==> config.mk <==
export PLATFORM = sky130hd
export DESIGN_NAME = sip_fifo
export DESIGN_NICKNAME = d
export VERILOG_FILES = /design/src/rtl/string_intern_pool_defines.svh /design/src/rtl/sip_pkg.sv /design/src/rtl/sip_fifo.sv
export SDC_FILE = /design/constraint.sdc
export NUM_CORES = 1
export LEC_CHECK = 0
export ABC_AREA = 0
export BUFFER_PORTS_ARGS = -buffer_cell sky130_fd_sc_hd__buf_4
export CAP_MARGIN = 20
export CORE_MARGIN = 4
export CORE_UTILIZATION = 44
export DETAILED_ROUTE_END_ITERATION = 12
export GPL_ROUTABILITY_DRIVEN = 1
export PLACE_DENSITY = 0.71
export SLEW_MARGIN = 20
export SYNTH_ARGS = -nofsm -noshare
export SYNTH_HDL_FRONTEND = slang
export SYNTH_SLANG_ARGS = --single-unit
export TNS_END_PERCENT = 50
==> constraint.sdc <==
create_clock -name clk -period 1.4 [get_ports clk]
set_clock_uncertainty 0.2 [all_clocks]
set_input_delay 0.14 -clock clk [delete_from_list [all_inputs] [get_ports clk]]
set_output_delay 0.14 -clock clk [all_outputs]
set_load 0.005 [all_outputs]
==> src/rtl/string_intern_pool_defines.svh <==
// Assertion macros for the string intern pool RTL, included by sip_back.
// Assertions sample on clk and are disabled while arst_n is low.
`ifndef STRING_INTERN_POOL_DEFINES_SVH
`define STRING_INTERN_POOL_DEFINES_SVH
`ifndef ASSERT_OFF
`define SIP_ASSERT(lbl, prop) lbl: assert property (@(posedge clk) disable iff (!arst_n) (prop)) \
	else $error("string intern pool assertion failed");
`define SIP_IMPLY(lbl, ante, cons) `SIP_ASSERT(lbl, (ante) |-> (cons))
`else
`define SIP_ASSERT(lbl, prop)
`define SIP_IMPLY(lbl, ante, cons)
`endif
`endif

==> src/rtl/sip_pkg.sv <==
// Package for the string intern pool: sizes, register codes, job and state types.
// Has no dependencies; used by every RTL file of the block but sip_ram.
`default_nettype none
package sip_pkg;
	localparam int POOL_BYTES_DEF     = 4096;
	localparam int MAX_STRING_LEN_DEF = 255;
	localparam int LEN_W              = 9;
	localparam int CFG_W              = 13;
	localparam int OFS_W              = 12;
	localparam logic [CFG_W-1:0] POOL_LIMIT_RESET = 13'd4096;
	localparam logic REG_POOL_LIMIT = 1'b0;

	// One terminated string handed from the front to the back.
	typedef struct packed {
		logic [7:0] len;
		logic       too_long;
	} job_t;

	typedef enum logic [3:0] {
		S_IDLE,
		S_HDR_RD,
		S_HDR,
		S_CMP_RD,
		S_CMP,
		S_APPEND_CHK,
		S_WR_LEN,
		S_BUF_RD,
		S_WR_CH,
		S_WR_TERM,
		S_RESULT
	} back_state_t;
endpackage
`default_nettype wire

==> src/rtl/sip_fifo.sv <==
// Two-entry job queue between the front and the back.
// Depends on sip_pkg.
`default_nettype none
module sip_fifo import sip_pkg::*; (
	input  wire logic clk,
	input  wire logic arst_n,
	input  wire logic push,
	input  job_t      push_data,
	input  wire logic pop,
	output job_t      head,
	output logic      not_empty
);
	job_t       slot_q [2];
	logic       wr_q;
	logic       rd_q;
	logic [1:0] count_q;

	assign head      = slot_q[rd_q];
	assign not_empty = (count_q != 2'd0);

	// Storage needs no reset.
	always_ff @(posedge clk) begin
		if (push) begin
			slot_q[wr_q] <= push_data;
		end
	end

	// Pointers and occupancy.
	always_ff @(posedge clk or negedge arst_n) begin
		if (!arst_n) begin
			wr_q    <= 1'b0;
			rd_q    <= 1'b0;
			count_q <= 2'd0;
		end else begin
			if (push) begin
				wr_q <= !wr_q;
			end
			if (pop) begin
				rd_q <= !rd_q;
			end
			count_q <= count_q + {1'b0, push} - {1'b0, pop};
		end
	end
endmodule
`default_nettype wire

==> key figures <==
Status
  • Status: complete, but fails checks
  • Failing checks: negative setup slack

Timing
  • F_max: 619 MHz
  • Worst slew margin: 86.0%
  • Worst Tran Pin Value: 0.210 ns
  • Final setup vio count: 11
  • Final WS setup: -0.216 ns
  • Max-slew violation count: 0
  • RSZ-0062 raised after global routing: yes
  • Tmin final: 1.62 ns
  • Final period utilization: 115%
  • Final Hold Viols: 0

Clock tree
  • CTS tree: built
  • Bufs on Longest Clock Path: 2
  • Num CTS Buffers: 3
  • Clock Latency Late Sink: 0.30 ns
  • Htree depth: 1
  • Clock root cell: clkbuf_4
  • Clock transition at path regs: 0.11 ns
  • Number of clock sinks: 22

Floorplan
  • Die X: 52.7 um
  • Die area: 2780 um^2
  • Ports: 23
  • Row cnt: 15
  • Starting Density: 48.8%
  • Die H: 52.7 um
  • Core area: 1800 um^2

Critical path
  • Worst reg2reg path depth: 5
  • Critical Path, Cell by Cell: buf_6 -> mux2_4 -> buf_6
  • Crit path largest cell delay: 0.42 ns
  • Worst endpoint required time: 1.06 ns
  • Reg-to-Reg Start: count_q[0]$_DFF_PN0_
  • Startpoint Class: register
  • Worst path arrival time: 1.28 ns
  • Crit path capture type: output pin
  • WS Path Type: register to output pin
  • Setup slack, reg-to-reg: -0.03 ns
  • Worst R2R End: count_q[1]$_DFF_PN0_
  • Most frequent CP cell: buf_6
  • Crit path max-delay cell type: dfrtp_1
  • Crit Path Max Fanout: 6

Final layout
  • ANT cells: 0
  • Most frequent cells in the layout: edfxtp_1 (18), buf_4 (17), dlygate4sd3_1 (13)
  • Util after Layout: 72.8%
  • Non-Filler Instances: 111
  • Area delta synth->final: 49.2%
  • Net count, final: 102
  • Commonest non-fill, non-tap cell in the layout: edfxtp_1
  • Fillers: 134
  • Share of cells above drive strength 1: 48.8%

GRT
  • GRT Overall Usage: 12.5%
  • First-pass GRT wire length: 2350 um
  • Total grt overflow: 0
  • Vias in the first global route: 524
  • Pin count of the biggest net entering global routing: 13
  • Initial antenna violation count: 0

Synthesis
  • Yosys reg bits: 22
  • Register area share after synthesis: 72.8%
  • Synthesized area per cell: 20.9 um^2
  • Synth Instances: 42
  • Synthesized Nets: 57
  • Synthesis Warnings: 0
  • Cell Area, Synth: 880 um^2
  • Count of different cell masters after synthesis: 11

Pwr
  • Leak: 0.000567 uW
  • Peak supply drop: 970 uV
  • Pwr Density: 1680 nW/um^2

Detailed routing
  • Final ANT Viol Nets: 0
  • DRC errors left: 0
  • Total Wirelength: 1450 um
  • Drt wl/cell: 13.1 um
  • Drt via density: 4.44
  • Drt first pass iters: 3
  • Vias: 493
  • Iter 0 DRT Violations: 8

Placed design
  • Post-Place Cells: 93
  • GP Congestion: 0.643
  • Port bufs: 22
  • Post-DP HPWL: 1000 um

Min path
  • Min-delay src: pop
  • Worst min-delay path category: input pin to register
  • Hold depth: 4
  • Sink of the worst hold path: count_q[0]$_DFF_PN0_

Flow run
  • Max Cap Viol: 0
-- power breakdown --
group	internal (uW)	switching [uW]
Combinational	644	315
Clock	111	174
Sequential	888	71.7
Total	1640	561
-- what timing repair did --
item,in CTS,in global routing
setup buffers,1,0
endpoints found under the hold margin,25,0
hold buffers,13,0
setup endpoints to repair,11,11
resized for setup,12,0
-- registers in the layout (all words and copies together), names as in the netlist --
name     flops
slot_q      18
count_q      2
rd_q         1
wr_q         1
-- logic make-up (layout without fill, tap and decap cells) --
logic type | count (synthesis) | after routing | synth area share (%)
DFF | 22 | 22 | 72.8
muxes | 9 | 9 | 15.4
xor gates and xnor gates | 3 | 3 | 4.69
adders and majority gates | 2 | 2 | 2.84
and+or+nand+nor | 3 | 3 | 2.14
buffers and inverters | 3 | 47 | 2.13
-- worst max path at each step --
stage / start / end / slack, ns / depth (start not counted)
after floorplan: count_q[0]$_DFF_PN0_ / count_q[1]$_DFF_PN0_ / 0.09 / 5
after global placement: count_q[0]$_DFF_PN0_ / count_q[1]$_DFF_PN0_ / 0.07 / 5
after detailed placement: count_q[0]$_DFF_PN0_ / count_q[1]$_DFF_PN0_ / 0.02 / 5
after CTS: rd_q$_DFFE_PN0P_ / head[5] / -0.23 / 3
after global routing: rd_q$_DFFE_PN0P_ / head[0] / -0.27 / 3
final: rd_q$_DFFE_PN0P_ / head[7] / -0.22 / 3
-- layout make-up --
type | instances | area [um^2] | share of cell area, %
Clock buffer | 4 | 26.3 | 2.00
Inverter | 2 | 7.51 | 0.572
Multi-Input combinational cell | 17 | 225 | 17.2
Sequential cell | 22 | 641 | 48.8
Tap cell | 25 | 31.3 | 2.38
Timing Repair Buffer | 41 | 382 | 29.1
-- worst max-delay path, delay by kind of cell, from the launching register on --
| kind | cells | cell delay, ns |
|---|---|---|
| muxes | 1 | 0.30 |
| buffers and inverters | 2 | 0.26 |
| DFF | 1 | 0.42 |
-- layer usage --
metal	global-route usage, %	wire (um)	vias to the layer above
met4	10.2	61	0
met5	0	0	-
met2	21.7	783	16
met3	2.56	63	5
li1	-	-	241
met1	12.8	542	231
-- synthesized netlist by cell type --
cell type / instances / share of area [%]
and2_1: 1 / 0.71
buf_6: 1 / 1.3
dfrtp_1: 4 / 11
edfxtp_1: 18 / 61
ha_1: 2 / 2.8
inv_1: 2 / 0.85
mux2_4: 9 / 15
nor2b_1: 1 / 0.71
or2_2: 1 / 0.71
xor2_1: 2 / 2.0
xor3_1: 1 / 2.7
-- through the flow --
step,TNS (ns),total power [uW],area [um^2],hold WS (ns),worst slack [ns]
global route,-2.53,2340,1310,0.144,-0.268
finish,-1.95,2200,1310,0.132,-0.216
CTS,-2.11,2230,1310,0.131,-0.232
global placement,0,1740,1100,-0.261,0.0744
floorplan,0,1430,882,-0.356,0.0867
detailed placement,0,1770,1100,-0.261,0.0153
No activity file was read; power rests on OpenSTA's default activity.
