## src/rtl/string_intern_pool_defines.svh

```systemverilog
// Assertion macros for the string intern pool RTL, included by sip_back.
// Assertions sample on clk and are disabled while arst_n is low.
`ifndef STRING_INTERN_POOL_DEFINES_SVH
`define STRING_INTERN_POOL_DEFINES_SVH
`ifndef ASSERT_OFF
`define SIP_ASSERT(lbl, prop) lbl: assert property (@(posedge clk) disable iff (!arst_n) (prop)) \
	else $error("string intern pool assertion failed");
`define SIP_IMPLY(lbl, ante, cons) `SIP_ASSERT(lbl, (ante) |-> (cons))
`else
`define SIP_ASSERT(lbl, prop)
`define SIP_IMPLY(lbl, ante, cons)
`endif
`endif

```

## src/rtl/sip_pkg.sv

```systemverilog
// Package for the string intern pool: sizes, register codes, job and state types.
// Has no dependencies; used by every RTL file of the block but sip_ram.
`default_nettype none
package sip_pkg;
	localparam int POOL_BYTES_DEF     = 4096;
	localparam int MAX_STRING_LEN_DEF = 255;
	localparam int LEN_W              = 9;
	localparam int CFG_W              = 13;
	localparam int OFS_W              = 12;
	localparam logic [CFG_W-1:0] POOL_LIMIT_RESET = 13'd4096;
	localparam logic REG_POOL_LIMIT = 1'b0;

	// One terminated string handed from the front to the back.
	typedef struct packed {
		logic [7:0] len;
		logic       too_long;
	} job_t;

	typedef enum logic [3:0] {
		S_IDLE,
		S_HDR_RD,
		S_HDR,
		S_CMP_RD,
		S_CMP,
		S_APPEND_CHK,
		S_WR_LEN,
		S_BUF_RD,
		S_WR_CH,
		S_WR_TERM,
		S_RESULT
	} back_state_t;
endpackage
`default_nettype wire

```

## src/rtl/sip_ram.sv

```systemverilog
// Generic single-write, single-read RAM with a registered read.
// Used for the pool store and the string buffer; no dependencies.
`default_nettype none
module sip_ram #(
	parameter int WIDTH = 8,
	parameter int DEPTH = 256,
	localparam int AW = (DEPTH > 1) ? $clog2(DEPTH) : 1
) (
	input  wire logic             clk,
	input  wire logic             we,
	input  wire logic [AW-1:0]    waddr,
	input  wire logic [WIDTH-1:0] wdata,
	input  wire logic [AW-1:0]    raddr,
	output logic      [WIDTH-1:0] rdata
);
	logic [WIDTH-1:0] mem_q [DEPTH];

	// Write port and registered read port.
	always_ff @(posedge clk) begin
		if (we) begin
			mem_q[waddr] <= wdata;
		end
		rdata <= mem_q[raddr];
	end
endmodule
`default_nettype wire

```

## src/rtl/sip_front.sv

```systemverilog
// Front part: collects characters into the string buffer and queues a job on the terminator.
// Depends on sip_pkg and sip_ram.
`default_nettype none
module sip_front import sip_pkg::*; #(
	parameter int MAX_STRING_LEN = MAX_STRING_LEN_DEF,
	localparam int BW = (MAX_STRING_LEN > 1) ? $clog2(MAX_STRING_LEN) : 1
) (
	input  wire logic          clk,
	input  wire logic          arst_n,
	input  wire logic          in_valid,
	output logic               in_stall,
	input  wire logic [7:0]    char_byte,
	input  wire logic          busy,
	output logic               job_push,
	output job_t               job_data,
	input  wire logic [BW-1:0] buf_raddr,
	output logic      [7:0]    buf_rdata
);
	localparam logic [LEN_W-1:0] MAXL = LEN_W'(MAX_STRING_LEN);

	logic [LEN_W-1:0] len_q;
	logic             accept;
	logic             is_term;
	logic             buf_we;

	// New characters wait while an earlier string still owns the buffer.
	assign in_stall = busy;
	assign accept   = in_valid && !in_stall;
	assign is_term  = (char_byte == 8'd0);
	assign buf_we   = accept && !is_term && (len_q < MAXL);

	assign job_push          = accept && is_term;
	assign job_data.len      = len_q[7:0];
	assign job_data.too_long = (len_q > MAXL);

	// Length counts up to one past the maximum to mark overflow.
	always_ff @(posedge clk or negedge arst_n) begin
		if (!arst_n) begin
			len_q <= '0;
		end else if (accept) begin
			if (is_term) begin
				len_q <= '0;
			end else if (len_q <= MAXL) begin
				len_q <= len_q + LEN_W'(1);
			end
		end
	end

	sip_ram #(.WIDTH(8), .DEPTH(MAX_STRING_LEN)) u_buf (
		.clk   (clk),
		.we    (buf_we),
		.waddr (len_q[BW-1:0]),
		.wdata (char_byte),
		.raddr (buf_raddr),
		.rdata (buf_rdata)
	);
endmodule
`default_nettype wire

```

## config.mk

```make
export PLATFORM = sky130hd
export DESIGN_NAME = sip_front
export DESIGN_NICKNAME = d
export VERILOG_FILES = /design/src/rtl/string_intern_pool_defines.svh /design/src/rtl/sip_pkg.sv /design/src/rtl/sip_ram.sv /design/src/rtl/sip_front.sv
export SDC_FILE = /design/constraint.sdc
export NUM_CORES = 2
export LEC_CHECK = 0
export ABC_AREA = 1
export BUFFER_PORTS_ARGS = -buffer_cell sky130_fd_sc_hd__buf_2
export CAP_MARGIN = 5
export CORE_ASPECT_RATIO = 2
export CORE_MARGIN = 8
export CORE_UTILIZATION = 40
export CTS_CLUSTER_DIAMETER = 150
export DETAILED_ROUTE_END_ITERATION = 16
export GPL_TIMING_DRIVEN = 1
export PLACE_DENSITY = 0.61
export SLEW_MARGIN = 20
export SYNTH_ARGS = -nofsm -noshare
export SYNTH_HDL_FRONTEND = slang
export SYNTH_SLANG_ARGS = --single-unit
```

## constraint.sdc

```tcl
create_clock -name clk -period 5.4 [get_ports clk]
set_clock_uncertainty 0.05 [all_clocks]
set_input_delay 0.54 -clock clk [delete_from_list [all_inputs] [get_ports clk]]
set_output_delay 0.54 -clock clk [all_outputs]
set_load 0.02 [all_outputs]
```

==> impl_metrics.py <==
metrics = {
    "floorplanning": {
        "std_cell_rows": 237,
        "io_pins": 39,
        "initial_core_util_pct": 40.2,
        "fp.dieW_um": 339,
        "dieHeight_um": 663,
        "core_sq_um": 208000,
        "die-area_sq_um": 225000,
    },
    "global_route": {
        "antenna_found_initial": 8,
        "grt_pass1_wl_um": 354000,
        "grt_usage_pct": 21.0,
        "first_global_vias": 53400,
        "grt_max_degree": 191,
        "overflow": 0,
    },
    "clock_tree": {
        "clk_pin_slew_ns": 0.07,
        "h-tree-depth": 4,
        "clkSinkCount": 2057,
        "cts_tree": "built",
        "clock_latency_ns": 0.83,
        "cts_buffer_depth": 4,
        "root_buffer": "clkbuf_16",
        "cts_setup_buffers": 0,
        "cts_buffers": 166,
    },
    "placed_design": {
        "postPlaceCellArea_sq_um": 86100,
        "io_buffers": 38,
        "hpwl_um": 148000,
        "globalplace.congestion": 0.892,
    },
    "sta": {
        "period_share_pct": 75.3,
        "setup_viol_count_final": 0,
        "grt_setup_unrepaired": "false",
        "final-hold-violation-count": 0,
        "slew_violations": 0,
        "totalNegativeSetupSlack_ns": 0,
        "fin_hold_ws_ns": 0.0512,
        "finalCriticalPeriod_ns": 4.07,
        "worst_pin_slew_ns": 1.16,
        "max_freq_mhz": 246,
        "relSlewSlack_pct": 22.6,
    },
    "final_layout": {
        "fin_util_pct": 43.8,
        "finish.net_count": 6878,
        "syn2layout_area_growth_pct": 8.97,
        "drive_gt1_share_pct": 5.61,
        "layout_commonest_cell": "nand2_1",
        "final_cell_area_sq_um": 91200,
        "final_cell_mix": "2113 x nand2_1, 2040 x edfxtp_1, 2002 x nand3_1",
    },
    "critical_path": {
        "r2r_start": "len_q[2]$_DFFE_PN0P_",
        "required_ns": 5.79,
        "start_kind": "input pin",
        "path_common_cell": "nor2_1",
        "r2r_cells": 8,
        "worst-path-buf-inv": 3,
        "path_class": "input pin to flip-flop",
        "crit_fanout": 25,
        "slowest_delay_ns": 0.77,
        "critical_path_arrival_ns": 4.45,
        "crit_path_end_kind": "flip-flop",
        "cp_slowest_cell": "nand4_4",
        "crit_path_start": "char_byte[3]",
        "cp_num_cells": 9,
        "cp_top_family": "simple AND/OR/NAND/NOR gates",
        "crit_path_cell_trace": "dlygate4sd3_1 -> buf_8 -> nor2_1 -> nand4_1 -> nand2_1 -> nor2_4 -> nand4_4 -> buf_4 -> nor2_1",
    },
    "routing": {
        "vias": 54000,
        "first_pass_iters": 6,
        "wl_per_cell_um": 25.3,
        "post_drt_via_cell_ratio": 5.56,
        "wl_um": 246000,
        "dr.first_iter.drc_count": 5154,
        "ant_nets": 0,
        "drc": 0,
    },
    "pwr": {
        "power.leakage_uw": 0.0310,
        "irDropWorstVdd_mv": 0.366,
        "powerDensity_nw_per_um2": 354,
    },
    "status": {
        "status": "finished, final reports clean",
    },
    "yosys": {
        "syn_area_sq_um": 83700,
        "synth-seq-cells": 2057,
        "synth_area_per_cell_sq_um": 11.9,
        "synthDistinctLibCells": 27,
        "ys_seq_area_share_pct": 73.6,
        "syn_nets": 7051,
        "syn-instance-count": 7026,
        "ys_warn_count": 0,
    },
    "hold_path": {
        "min_path_type": "input pin to flip-flop",
        "hold_start": "char_byte[4]",
        "hold_depth": 1,
    },
    "job": {
        "cap_violations": 0,
    },
}
-- state kept, by name (all words and copies together), names as in the netlist --
signal       cells
len_q            9
u_buf.rdata      8
u_buf.mem_q   2040
-- report_power, final --
group	switching, uW	total (uW)	internal, uW	leakage (uW)
clock	5570	11800	6270	0.00248
sequential	89.6	17700	17600	0.0185
combinational	2200	2750	547	0.0101
total	7860	32300	24500	0.0310
-- through the flow --
step / std cells / setup slack [ns] / total power, uW
detailed placement: 9428 / 1.02 / 20800
global route: 9717 / 1.24 / 33100
floorplan: 7026 / 3.03 / 19600
CTS: 9715 / 1.36 / 32400
global placement: 9428 / 1.13 / 20800
finish: 9720 / 1.33 / 32300
-- cells in the mapped netlist --
cell / n / share of area [%]
a21oi_1: 5 / 0.030
a31oi_1: 1 / 0.0075
buf_1: 40 / 0.18
buf_2: 319 / 1.9
buf_4: 32 / 0.29
buf_6: 17 / 0.23
clkbuf_1: 84 / 0.38
clkinv_1: 3 / 0.013
dfrtp_1: 9 / 0.27
dfxtp_1: 8 / 0.19
edfxtp_1: 2040 / 73
ha_1: 5 / 0.075
inv_1: 28 / 0.13
inv_2: 2 / 0.0090
inv_4: 1 / 0.0075
nand2_1: 2113 / 9.5
nand2_2: 3 / 0.022
nand3_1: 2002 / 12
nand4_1: 6 / 0.045
nand4_2: 1 / 0.015
nand4_4: 9 / 0.23
nor2_1: 287 / 1.3
nor2_4: 1 / 0.013
nor3_1: 2 / 0.012
o21ai_0: 6 / 0.036
o32ai_1: 1 / 0.010
xor2_1: 1 / 0.010
-- worst paths after layout --
kind / to / slack [ns]
min reg2reg: len_q[8]$_DFFE_PN0P_ / 0.52
min: u_buf.mem_q[205][4]$_DFFE_PP_ / 0.05
min in group asynchronous: len_q[1]$_DFFE_PN0P_ / 0.06
max in group asynchronous: len_q[6]$_DFFE_PN0P_ / 5.06
max reg2reg: u_buf.mem_q[194][4]$_DFFE_PP_ / 1.50
max: u_buf.mem_q[194][4]$_DFFE_PP_ / 1.33
-- kinds of logic (layout without fill, tap and decap cells) --
| kind of cell | Yosys count | after routing | synth area share (%) |
|---|---|---|---|
| adder cells (fa/ha/maj) | 5 | 5 | 0.0747 |
| AO/OA/AOI/OAI | 13 | 13 | 0.0837 |
| XOR/XNOR | 1 | 1 | 0.0105 |
| AND/OR/NAND/NOR | 4424 | 4424 | 23.1 |
| buffers and inverters | 526 | 467 | 3.13 |
| flip-flops | 2057 | 2057 | 73.6 |
| other | 0 | 5 | 0 |
-- what timing repair did --
item                                   in CTS  in global routing
gates resized for setup                     0                  0
setup endpoints to repair                   0                  0
endpoints found under the hold margin      50                  0
hold buffers                                5                  0
-- layer usage --
layer  global-route usage (%)  vias up  wire (um)
met3                     2.32      709      14100
li1                         -    24500          -
met1                     22.1    26500      82800
met2                     38.2     2277     128000
met4                     16.0        2      21700
met5                        0        -         13
-- cell type report --
| cell class | instances | area (sq um) |
|---|---|---|
| Clock buffer | 195 | 4330 |
| Inverter | 34 | 161 |
| Fill cell | 19000 | 117000 |
| Multi-Input combinational cell | 4443 | 19500 |
| Sequential cell | 2057 | 61600 |
| Clock inverter | 87 | 746 |
| Antenna cell | 5 | 12.5 |
| Tap cell | 2748 | 3440 |
| Timing Repair Buffer | 151 | 1450 |
(Power assumes the default switching activity.)
